## src/sv/mexp_pkg.sv

```systemverilog
// Package for the modular exponentiation block.
// Holds field widths, the modulus constants, the controller states and the
// command and status structs. Depends on nothing.
package mexp_pkg;

	localparam int IN_W  = 63;
	localparam int OUT_W = 30;

	// The fixed prime modulus and derived constants.
	localparam logic [OUT_W-1:0] PRIME    = 30'd1000000007;
	localparam logic [31:0]      PRIME_X2 = 32'd2000000014;
	// 2^30 mod p, used to fold the upper part of a wide base.
	localparam logic [OUT_W-1:0] FOLD_C   = 30'((64'd1 << 30) % 64'd1000000007);
	// Barrett factor floor(2^60 / p); it has 31 bits.
	localparam logic [30:0]      MU       = 31'((64'd1 << 60) / 64'd1000000007);

	// Pipeline depth of the modular multiplier.
	localparam int MM_LAT = 4;
	localparam int CNT_W  = $clog2(MM_LAT);

	typedef enum logic [2:0] {
		ST_IDLE,
		ST_BASE,
		ST_STEP,
		ST_WAIT,
		ST_DONE
	} state_t;

	typedef struct packed {
		logic load;       // take a new item and start the base reduction
		logic issue;      // start square and multiply for the current bit
		logic take_base;  // capture the reduced base
		logic take_step;  // capture square and product, shift the exponent
		logic emit;       // move the result into the output register
	} dp_cmd_t;

	typedef struct packed {
		logic exp_zero;
	} dp_sts_t;

endpackage

```

## src/sv/mexp_ctrl.sv

```systemverilog
// Controller state machine: sequences base reduction and exponent bits,
// and owns both handshakes. Depends on mexp_pkg.
module mexp_ctrl (
	input  logic              clk,
	input  logic              arst_n,
	input  logic              in_valid,
	output logic              in_stall,
	output logic              out_valid,
	input  logic              out_stall,
	input  mexp_pkg::dp_sts_t sts,
	output mexp_pkg::dp_cmd_t cmd
);

	mexp_pkg::state_t            state_q;
	mexp_pkg::state_t            state_d;
	logic [mexp_pkg::CNT_W-1:0]  cnt_q;
	logic                        out_valid_q;
	logic                        cnt_done;
	logic                        out_free;

	assign cnt_done = (cnt_q == mexp_pkg::CNT_W'(mexp_pkg::MM_LAT - 1));
	assign out_free = !out_valid_q || !out_stall;

	always_comb begin
		state_d = state_q;
		unique case (state_q)
			mexp_pkg::ST_IDLE: begin
				if (in_valid) begin
					state_d = mexp_pkg::ST_BASE;
				end
			end
			mexp_pkg::ST_BASE: begin
				if (cnt_done) begin
					state_d = mexp_pkg::ST_STEP;
				end
			end
			mexp_pkg::ST_STEP: begin
				if (sts.exp_zero) begin
					state_d = mexp_pkg::ST_DONE;
				end else begin
					state_d = mexp_pkg::ST_WAIT;
				end
			end
			mexp_pkg::ST_WAIT: begin
				if (cnt_done) begin
					state_d = mexp_pkg::ST_STEP;
				end
			end
			mexp_pkg::ST_DONE: begin
				if (out_free) begin
					state_d = mexp_pkg::ST_IDLE;
				end
			end
			default: state_d = mexp_pkg::ST_IDLE;
		endcase
	end

	always_comb begin
		cmd      = '0;
		in_stall = 1'b1;
		unique case (state_q)
			mexp_pkg::ST_IDLE: begin
				in_stall = 1'b0;
				cmd.load = in_valid;
			end
			mexp_pkg::ST_BASE: cmd.take_base = cnt_done;
			mexp_pkg::ST_STEP: cmd.issue     = !sts.exp_zero;
			mexp_pkg::ST_WAIT: cmd.take_step = cnt_done;
			mexp_pkg::ST_DONE: cmd.emit      = out_free;
			default: cmd = '0;
		endcase
	end

	always_ff @(posedge clk or negedge arst_n) begin
		if (!arst_n) begin
			state_q     <= mexp_pkg::ST_IDLE;
			cnt_q       <= '0;
			out_valid_q <= 1'b0;
		end else begin
			state_q <= state_d;
			if (cmd.load || cmd.issue) begin
				cnt_q <= '0;
			end else if (!cnt_done) begin
				cnt_q <= cnt_q + 1'b1;
			end
			if (cmd.emit) begin
				out_valid_q <= 1'b1;
			end else if (!out_stall) begin
				out_valid_q <= 1'b0;
			end
		end
	end

	assign out_valid = out_valid_q;

endmodule

```

## config.mk

```make
export PLATFORM = sky130hd
export DESIGN_NAME = mexp_ctrl
export DESIGN_NICKNAME = d
export VERILOG_FILES = /design/src/sv/mexp_pkg.sv /design/src/sv/mexp_ctrl.sv
export SDC_FILE = /design/constraint.sdc
export NUM_CORES = 1
export LEC_CHECK = 0
export BUFFER_PORTS_ARGS = -buffer_cell sky130_fd_sc_hd__buf_4
export CORE_AREA = 3 3 40 42
export CTS_BUF_LIST = sky130_fd_sc_hd__clkbuf_8
export DETAILED_ROUTE_END_ITERATION = 8
export DIE_AREA = 0 0 43 45
export SYNTH_ARGS = -nofsm -noshare
export SYNTH_HDL_FRONTEND = slang
export SYNTH_SLANG_ARGS = --single-unit
```

## constraint.sdc

```tcl
create_clock -name clk -period 1.25 [get_ports clk]
set_clock_uncertainty 0.2 [all_clocks]
set_input_delay 0.25 -clock clk [delete_from_list [all_inputs] [get_ports clk]]
set_output_delay 0.25 -clock clk [all_outputs]
set_load 0.01 [all_outputs]
```

# Word level (Yosys, flattened, before mapping)
# Index checks and enable logic that the tools add are counted.
# word_totals
input_bits	5
mem_bits_ro	0
n_memories	0
wordCells	37
latch_bits	0
output_inout_bits	7
mem_bits_rw	0
register_bits	6
# classes
reduce_logical	8
addsub	1
mux	15
n_eq_ne	10
n_bitwise	0
order_cmp	0
multipliers	0
shift	0
div	0
# ops
op	count
2-to-1 mux 3 bit	4
case mux 3 bit (4 select lines)	1
2-to-1 mux 1 bit	8
== test 3 x 2 -> 1 bit, second input constant	2
inequality test 2 x 1 -> 1 bit, second input constant	3
2-to-1 mux 2 bit	2
inequality test 2 bit, second input constant	2
== test 3 x 1 -> 1 bit, second input constant	1
== test 3 bit, second input constant	1
logical NOT 1 bit	3
logical NOT 3 bit	1
AND reduction 3 bit	1
adder 2 x 1 -> 2 bit, second input constant	1
== test 2 bit, second input constant	1
logical OR 1 bit	2
OR reduction 2 bit	1

# Logic depth before layout (Yosys ltp)
# Gate-level depths: netlist (run 1).
# logic_depth
ltp_word	4
mapped_depth	4
mapped_depth_nobuf	3

# Worst setup path after synthesis (run 1)
# Ideal clock, no wire load.
# synth_path
path_kind	register -> output
from	register state_q[1]
to	output port cmd[4] (netlist bit)
setup_slack_ps	-302
required_time_ps	800
t_arrival_ps	1102
path_buffers	1
stages_incl_launch_ff	4
path_cell_list	dfrtp_1 -> buf_6 -> or3_1 -> nor2_1
# synth_lines
item	line_no	source
start: declaration	mexp_ctrl.sv:14	mexp_pkg::state_t state_q;
start signal: assignment	mexp_ctrl.sv:76	state_q <= mexp_pkg::ST_IDLE;
start signal: assignment	mexp_ctrl.sv:80	state_q <= state_d;
end: declaration	mexp_ctrl.sv:11	output mexp_pkg::dp_cmd_t cmd

==> results of run 1 <==
metrics by stage:
step / util / instance area, sq um / total power [W] / std cells
finish: 0.527 / 677 / 0.00147 / 79
global placement: 0.423 / 543 / 0.00101 / 72
floorplan: - / 370 / 0.000729 / 36
detailed placement: 0.423 / 543 / 0.00102 / 72
global route: 0.527 / 677 / 0.00159 / 79
CTS: 0.499 / 641 / 0.00141 / 79
worst min-delay path, stage by stage:
cell and delay (ns):
buf_4 0.10, nand2_1 0.06, nand2_2 0.06
routing by layer:
metal | vias to the layer above | track usage | share of wire
li1 | 179 | - | -
met1 | 167 | 0.123 | 0.41
met2 | 8 | 0.189 | 0.54
met3 | 2 | 0.0239 | 0.046
met4 | 0 | 0.0904 | 0.0079
met5 | - | 0 | 0
power groups by stage:
stage               Clock (W)  Combinational [W]  Sequential [W]
finish               0.000281           0.000845        0.000348
global route         0.000304           0.000928        0.000361
CTS                  0.000293           0.000774        0.000342
detailed placement          0           0.000676        0.000344
global placement            0           0.000671        0.000343
floorplan                   0           0.000381        0.000348
kinds of logic after synthesis:
kind of cell / after synthesis / synth area share
compound gates: 6 / 0.159
xor+xnor: 1 / 0.0253
fa+ha+maj: 1 / 0.0361
buf+inv: 4 / 0.0650
flops: 6 / 0.433
mux: 1 / 0.0289
simple gates: 17 / 0.253
final timing paths:
path                       depth (start not counted)          to  slack (ns)       start
setup reg to reg                                   4    cnt_q[0]       -0.12  state_q[1]
max in group asynchronous                          2  state_q[2]        0.55      arst_n
hold / removal                                     3   out_valid        0.08   out_stall
min in group asynchronous                          2    cnt_q[1]        0.17      arst_n
setup / recovery                                   3      cmd[4]       -0.42  state_q[0]
hold reg to reg                                    2    cnt_q[1]        0.34    cnt_q[1]
what timing repair did:
item | CTS | global route
endpoints found under the setup margin | 9 | 11
resized for setup | 6 | 11
setup buffers | 3 | 2
endpoints found under the hold margin | 6 | 0
pin swaps | 5 | 5
hold buffers | 1 | 0
state kept, by name, indices dropped and copies added (netlist names):
| signal | count |
|---|---|
| state_q | 3 |
| cnt_q | 2 |
| out_valid | 1 |
cells in the mapped netlist, drive strengths merged:
cell type	count
dfrtp	6
nor2	6
nand2	5
a21oi	3
inv	3
a2111oi	1
a21o	1
and3	1
buf	1
ha	1
mux2i	1
nand3b	1
nand4b	1
nor2b	1
nor4b	1
o21ai	1
or3	1
xor2	1
cell type report:
type	count	area, sq um
multi-input combinational	26	228
sequential	6	154
inverter	3	11.3
timing repair buffer	26	224
clock buffer	3	41.3
fill	125	608
tap	15	18.8
cells in the final DEF, fill, tap and decap left out:
cell type	n
buf_4	18
buf_6	7
inv_1	3
nor2_4	3
nand2_2	3
clkbuf_8	3
dfrtp_1	3
dfrtp_2	3
a21oi_1	2
nor2_1	2
nand2_1	2
or3_4	1
nor4b_1	1
a21oi_2	1
nor2b_4	1
and3_4	1
nor2_2	1
nand4b_1	1
nand3b_1	1
a2111oi_4	1
mux2i_1	1
xor2_1	1
a21o_1	1
o21ai_0	1
ha_2	1
dlygate4sd3_1	1
==> flow_metrics.tcl, run 1 <==
set metrics [dict create \
    finalWirelength_microns 885 \
    dr.first_iter.drc_count 4 \
    pwr-share-comb 0.573 \
    period_share 1.34 \
    fp.coreArea_sq_um 1280 \
    n_antenna_cell 0 \
    critPathCaptureType "output pin" \
    synth_fp_nets 42 \
    postSynthCellCount 36 \
    drive_gt1_frac 0.688 \
    fin_ws_ns -0.423 \
    hold_violations 0 \
    crit_type "reg -> out" \
    syn2layout_area_growth_pct 95.3 \
    drc 0 \
    max-slew-margin-rel 0.775 \
    die_area_sq_um 1940 \
    yosysSeqAreaShare 0.433 \
    first_pass_iters 4 \
    max-clock-path-buffers 2 \
    vias_per_cell 4.51 \
    p_switching_w 0.000494 \
    numCtsBuffers 3 \
    grt_max_degree 7 \
    place_ws_ns -0.227 \
    gp_congestion 0.756 \
    grt_pass1_wl_mm 1.57 \
    root_buffer "clkbuf_8" \
    status "finished, violations left" \
    yosys.area.top_type_share 0.433 \
    cp_max_fo 4 \
    p_leak_nw 0.319 \
    grt_setup_unrepaired "yes" \
    ant_nets 0 \
    num-nets-final 72 \
    grt_pass1_vias 356 \
    synth_cell_types 19 \
    synth_area_leader_cell "dfrtp_1" \
    power_density_nw_per_um2 2180 \
    swShare 0.335 \
    start_util 0.270 \
    num_rows 13 \
    die_w_microns 43 \
    synth_area_leaders "dfrtp_1 43%, a2111oi_4 7.9%, nand2_1 5.4%" \
    clock-sinks 6 \
    cts_max_level 1 \
    violations "negative setup slack" \
    cts_tree "yes" \
    maxCapViolations 0 \
    antenna_found_initial 0 \
    seqPwrFrac 0.236 \
    p_clk_frac 0.191 \
    io_pins 12 \
    setup_viol 9 \
    die_h_microns 45 \
    post-route-min-period_ns 1.67 \
    ys_ff_latch 6 \
    critical_path.top_delay_family "simple AND/OR/NAND/NOR gates" \
    tightest_slew_ns 0.337 \
    crit_path_cell_trace "or3_4, nor2_4, buf_6" \
    worstPathRequired_ns 0.80 \
    fmax_ghz 0.598 \
    hpwl_microns 622 \
    gr-usage-all-layers 0.112 \
    clk_latency_ns 0.22 \
    ys_warn_count 0 \
    intPower_w 0.000981 \
    num_vias 356 \
    wl_per_cell_microns 11.2 \
    syn-cell-area_sq_um 347 \
    grt_overflow 0 \
    slowest_stage "dfrtp_2" \
    arrival_ns 1.22 \
    crit_path_start_kind "flip-flop" \
    crit_buf_inv 1 \
    port-buffer-count 11 \
    finalSetupTns_ns -2.55 \
    holdCritPathClass "in -> reg" \
    ir_worst_vdd_v 0.000921 \
    slew_violations 0 \
    critPathMaxStageDelay_ns 0.41 \
    whs_ns 0.0821 \
    synth.avg_cell_area_sq_um 9.63 \
    clk_pin_slew_ns 0.04 \
]
Note: power is estimated with default switching activity, not from simulation.
==> run 2: changes to the inputs <==
BUFFER_PORTS_ARGS = not set   (was -buffer_cell sky130_fd_sc_hd__buf_4)
DONT_BUFFER_PORTS = 1   (was not set)
PLACE_DENSITY_LB_ADDON = 0.08   (was not set)
==> run 2 against run 1 <==
Compared with the run above: the run still ends with negative setup slack left; final cell count down 3.8%; core utilization decreased by 1.9 points; highest routed layer is now met3; flip-flop and latch count unchanged; die area is the same; combinational power down 6.9%; sequential share of layout area up 0.87 points; global-route usage decreased by 0.12 points; sequential power grew 7.5%; register-to-register slack got worse by 0.15 ns; largest power group unchanged.
==> flow_metrics.tcl, run 2 (synthesis results as in run 1) <==
set metrics [dict create \
    fp.coreArea_sq_um 1280 \
    die_h_microns 45 \
    hold_start "sts" \
    drive_gt1_frac 0.590 \
    grt_setup_unrepaired "yes" \
    critPathMaxStageDelay_ns 0.42 \
    num_rows 13 \
    cts_tree "yes" \
    setup_viol 12 \
    vias_per_cell 4.45 \
    antenna_found_initial 0 \
    hold_violations 0 \
    first_pass_iters 4 \
    wl_per_cell_microns 12.7 \
    hpwl_microns 686 \
    crit_path_cell_trace "or3_4, buf_6" \
    gr-usage-all-layers 0.111 \
    cts_max_level 1 \
    die_area_sq_um 1940 \
    instances_no_fill 76 \
    grt_max_degree 9 \
    arrival_ns 1.20 \
    io_pins 12 \
    grt_pass1_vias 347 \
    status "finished, violations left" \
    p_leak_nw 0.300 \
    regArea_sq_um 154 \
    grt_pass1_wl_mm 1.57 \
    die_w_microns 43 \
    place_inst 62 \
    clk_pin_slew_ns 0.04 \
    port-buffer-count 0 \
    fmax_ghz 0.605 \
    critPathCaptureType "output pin" \
    num_vias 338 \
    power_density_nw_per_um2 2240 \
    period_share 1.32 \
    slew_violations 0 \
    fillCellCount 132 \
    post-route-min-period_ns 1.65 \
    grt_overflow 0 \
    slowest_stage "dfrtp_2" \
    final_common_cell "buf_4" \
    layout_common_cells "14 x buf_4, 5 x buf_6, 4 x inv_1, 4 x nand2_1" \
    drc 0 \
    num-nets-final 68 \
    maxCapViolations 0 \
    holdCritPathClass "in -> reg" \
    place_area_sq_um 468 \
    syn2layout_area_growth_pct 88.1 \
    root_buffer "clkbuf_8" \
    numCtsBuffers 3 \
    worstPathRequired_ns 0.80 \
    multiInputGateArea_sq_um 231 \
    start_util 0.270 \
    registers.top_by_ff_count "state_q" \
    largest_register_ffs 3 \
    finalSetupTns_ns -2.99 \
    finalWirelength_microns 962 \
    cp_max_fo 4 \
    violations "negative setup slack" \
    gp_congestion 0.680 \
    crit_path_start "state_q[2]" \
    fin_ws_ns -0.403 \
    r2r-start "state_q[1]" \
    final_cell_area_sq_um 652 \
    ant_nets 0 \
    max-slew-margin-rel 0.764 \
    clk_latency_ns 0.22 \
    crit_path_start_kind "flip-flop" \
    n_antenna_cell 0 \
    max-clock-path-buffers 2 \
    tightest_slew_ns 0.354 \
    clock-sinks 6 \
    crit_type "reg -> out" \
    dr.first_iter.drc_count 14 \
    ir_worst_vdd_v 0.00120 \
]
## run 2: cell types whose count changed in the layout (fill, tap and decap cells not counted), moves of 2 or more
| cell | previous run | this run |
|---|---|---|
| buf_4 | 18 | 14 |
| buf_6 | 7 | 5 |
| dlygate4sd3_1 | 1 | 3 |
| nand2_1 | 2 | 4 |
| nand2_2 | 3 | 1 |
| nor2_4 | 3 | 1 |
## run 2: metrics by stage
stage | hold WS [ns] | power, W | utilization | worst slack (ns)
finish | 0.00358 | 0.00146 | 0.507 | -0.403
global route | 0.0145 | 0.00158 | 0.507 | -0.431
CTS | 0.0208 | 0.00138 | 0.457 | -0.408
detailed placement | -0.245 | 0.000973 | 0.364 | -0.184
global placement | -0.245 | 0.000942 | 0.364 | -0.166
floorplan | -0.246 | 0.000729 | - | -0.195
## run 2: where the power goes
part / leakage [nW] / switching [W] / internal, W
sequential: 0.0722 / 0.0000963 / 0.000278
clock: 0.0269 / 0.0000881 / 0.000211
combinational: 0.201 / 0.000314 / 0.000473
## run 2: critical path, delay by kind of cell, from the launching register on
kind                   cells  cell delay (ns)
DFF                        1             0.42
and+or+nand+nor            1             0.42
buffers and inverters      1             0.13
## run 2: final timing paths
path,to,slack [ns],cells past startpoint
min in group asynchronous,out_valid,0.14,1
max in group asynchronous,state_q[1],0.46,1
min reg2reg,state_q[2],0.38,2
max,in_stall,-0.40,2
max reg2reg,cnt_q[1],-0.27,4
min,cnt_q[0],0.004,2
## run 2: per-layer routing
metal | up-vias | wire length (microns) | global-route usage
met5 | - | 0 | 0
met4 | 0 | 0 | 0.0723
met3 | 0 | 42 | 0.0239
met2 | 7 | 547 | 0.186
met1 | 161 | 373 | 0.129
li1 | 170 | - | -
## run 2: final cells by class
type / count / share of cell area
Multi-Input combinational cell: 26 / 0.355
Timing Repair Buffer: 22 / 0.294
Sequential cell: 6 / 0.236
Clock buffer: 3 / 0.0633
Tap cell: 15 / 0.0288
Inverter: 3 / 0.0173
Clock inverter: 1 / 0.00576
## run 2: what timing repair did
action                     in CTS  in global routing
setup buffers                   2                  5
setup endpoints to repair       9                 12
hold endpoints to repair        8                  0
gates resized for setup         7                  6
hold buffers                    3                  0
pin swaps                       4                  8
==> run 3: changes to the inputs <==
CTS_BUF_LIST = sky130_fd_sc_hd__clkbuf_4 sky130_fd_sc_hd__clkbuf_8   (was sky130_fd_sc_hd__clkbuf_8)
==> run 3 against run 2 <==
Compared with the run above: the flow still finishes with violations (negative setup slack); sequential share of layout area grew 0.14 points; flip-flop and latch count is the same; total power shrank 3.6%; maximum frequency shrank 1.1%; final cell count shrank 1.3%; first-iteration DRC count shrank 64%; cell area shrank 0.58%; critical path type unchanged; largest cell class unchanged.
==> flow_metrics.tcl, run 3 (synthesis results as in run 1) <==
set metrics [dict create \
    fin_ws_ns -0.421 \
    wl_per_cell_microns 13.4 \
    hold_depth 3 \
    start_util 0.270 \
    num-nets-final 67 \
    holdCritPathClass "in -> reg" \
    grt_pass1_wl_mm 1.70 \
    power_density_nw_per_um2 2170 \
    final_common_cell "buf_4" \
    critPathCaptureType "output pin" \
    largest_register_ffs 3 \
    crit_path_start_kind "flip-flop" \
    arrival_ns 1.22 \
    violations "negative setup slack" \
    syn2layout_area_growth_pct 87.0 \
    finalWirelength_mm 1.01 \
    vias_per_cell 4.61 \
    place_ws_ns -0.184 \
    status "finished, violations left" \
    clock-sinks 6 \
    grt_pass1_vias 380 \
    maxCapViolations 0 \
    drc 0 \
    grt_overflow 0 \
    die_w_microns 43 \
    ir_worst_vdd_v 0.00119 \
    port-buffer-count 0 \
    hpwl_microns 686 \
    r2r_cells 4 \
    final_cell_area_sq_um 648 \
    hold_violations 0 \
    layout_common_cells "12 x buf_4, 6 x buf_6, 4 x nand2_1, 4 x clkbuf_4" \
    first_pass_iters 2 \
    post-route-min-period_ns 1.67 \
    gr-usage-all-layers 0.124 \
    worstPathRequired_ns 0.80 \
    die_area_sq_um 1940 \
    dr.first_iter.drc_count 5 \
    fp.coreArea_sq_um 1280 \
    setup_viol 12 \
    drive_gt1_frac 0.650 \
    registers.top_by_ff_count "state_q" \
    grt_max_degree 9 \
    n_antenna_cell 0 \
    numCtsBuffers 3 \
    gp_congestion 0.680 \
    slew_violations 0 \
    place_area_sq_um 468 \
    tightest_slew_ns 0.350 \
    clk_pin_slew_ns 0.05 \
    antenna_found_initial 0 \
    die_h_microns 45 \
    clk_latency_ns 0.25 \
    cts_tree "yes" \
    max-clock-path-buffers 2 \
    p_leak_nw 0.298 \
    cts_max_level 1 \
    ant_nets 0 \
    root_buffer "clkbuf_4" \
    max-slew-margin-rel 0.766 \
    num_rows 13 \
    crit_type "reg -> out" \
    period_share 1.34 \
    grt_setup_unrepaired "yes" \
    fmax_ghz 0.598 \
    cp_max_fo 4 \
    num_vias 346 \
    io_pins 12 \
]
[run 3: final timing paths]
kind,startpoint,to,slack (ns)
hold reg to reg,state_q[0],state_q[2],0.37
setup / recovery,state_q[0],in_stall,-0.42
max in group asynchronous,arst_n,state_q[1],0.48
min in group asynchronous,arst_n,out_valid,0.11
hold / removal,sts,state_q[1],0.07
setup reg to reg,state_q[2],cnt_q[1],-0.17
[run 3: metal layers]
layer	GRT usage	up-vias	wire (microns)
li1	-	169	-
met1	0.127	162	359
met2	0.216	11	561
met3	0.0239	4	47
met4	0.108	0	38
met5	0	-	0
[run 3: through the flow]
step                      std cells  total power (W)   util  TNS, ns  hold WS, ns
after global placement           62         0.000942  0.364   -0.939       -0.245
after CTS                        75          0.00138  0.483    -3.01       0.0232
after floorplan                  36         0.000729      -   -0.408       -0.246
after detailed placement         62         0.000973  0.364    -1.15       -0.245
final                            75          0.00141  0.504    -2.94       0.0661
after global routing             75          0.00154  0.504    -3.60       0.0744
[run 3: where the power goes]
part / switching, W / leakage (nW) / internal, W / total (W)
sequential: 0.0000974 / 0.0722 / 0.000278 / 0.000375
clock: 0.0000771 / 0.0184 / 0.000143 / 0.000220
combinational: 0.000339 / 0.208 / 0.000474 / 0.000813
total: 0.000514 / 0.298 / 0.000894 / 0.00141
[run 3: cell type report]
class	instances	area, sq um
multi-input combinational	26	246
fill	129	637
inverter	3	11.3
timing repair buffer	21	188
tap	15	18.8
clock buffer	4	30.0
sequential	6	154
[run 3: critical path, cell delays in order (launching register included)]
cell,delay [ns]
dfrtp_2,0.42
or3_4,0.42
buf_6,0.13
[run 3: repair_timing]
item / in CTS / in global routing
pin swaps: 8 / 3
hold buffers: 3 / 0
setup buffers: 6 / 0
cloned: 0 / 0
endpoints found under the hold margin: 10 / 0
setup endpoints to repair: 10 / 13
gates resized for setup: 13 / 6
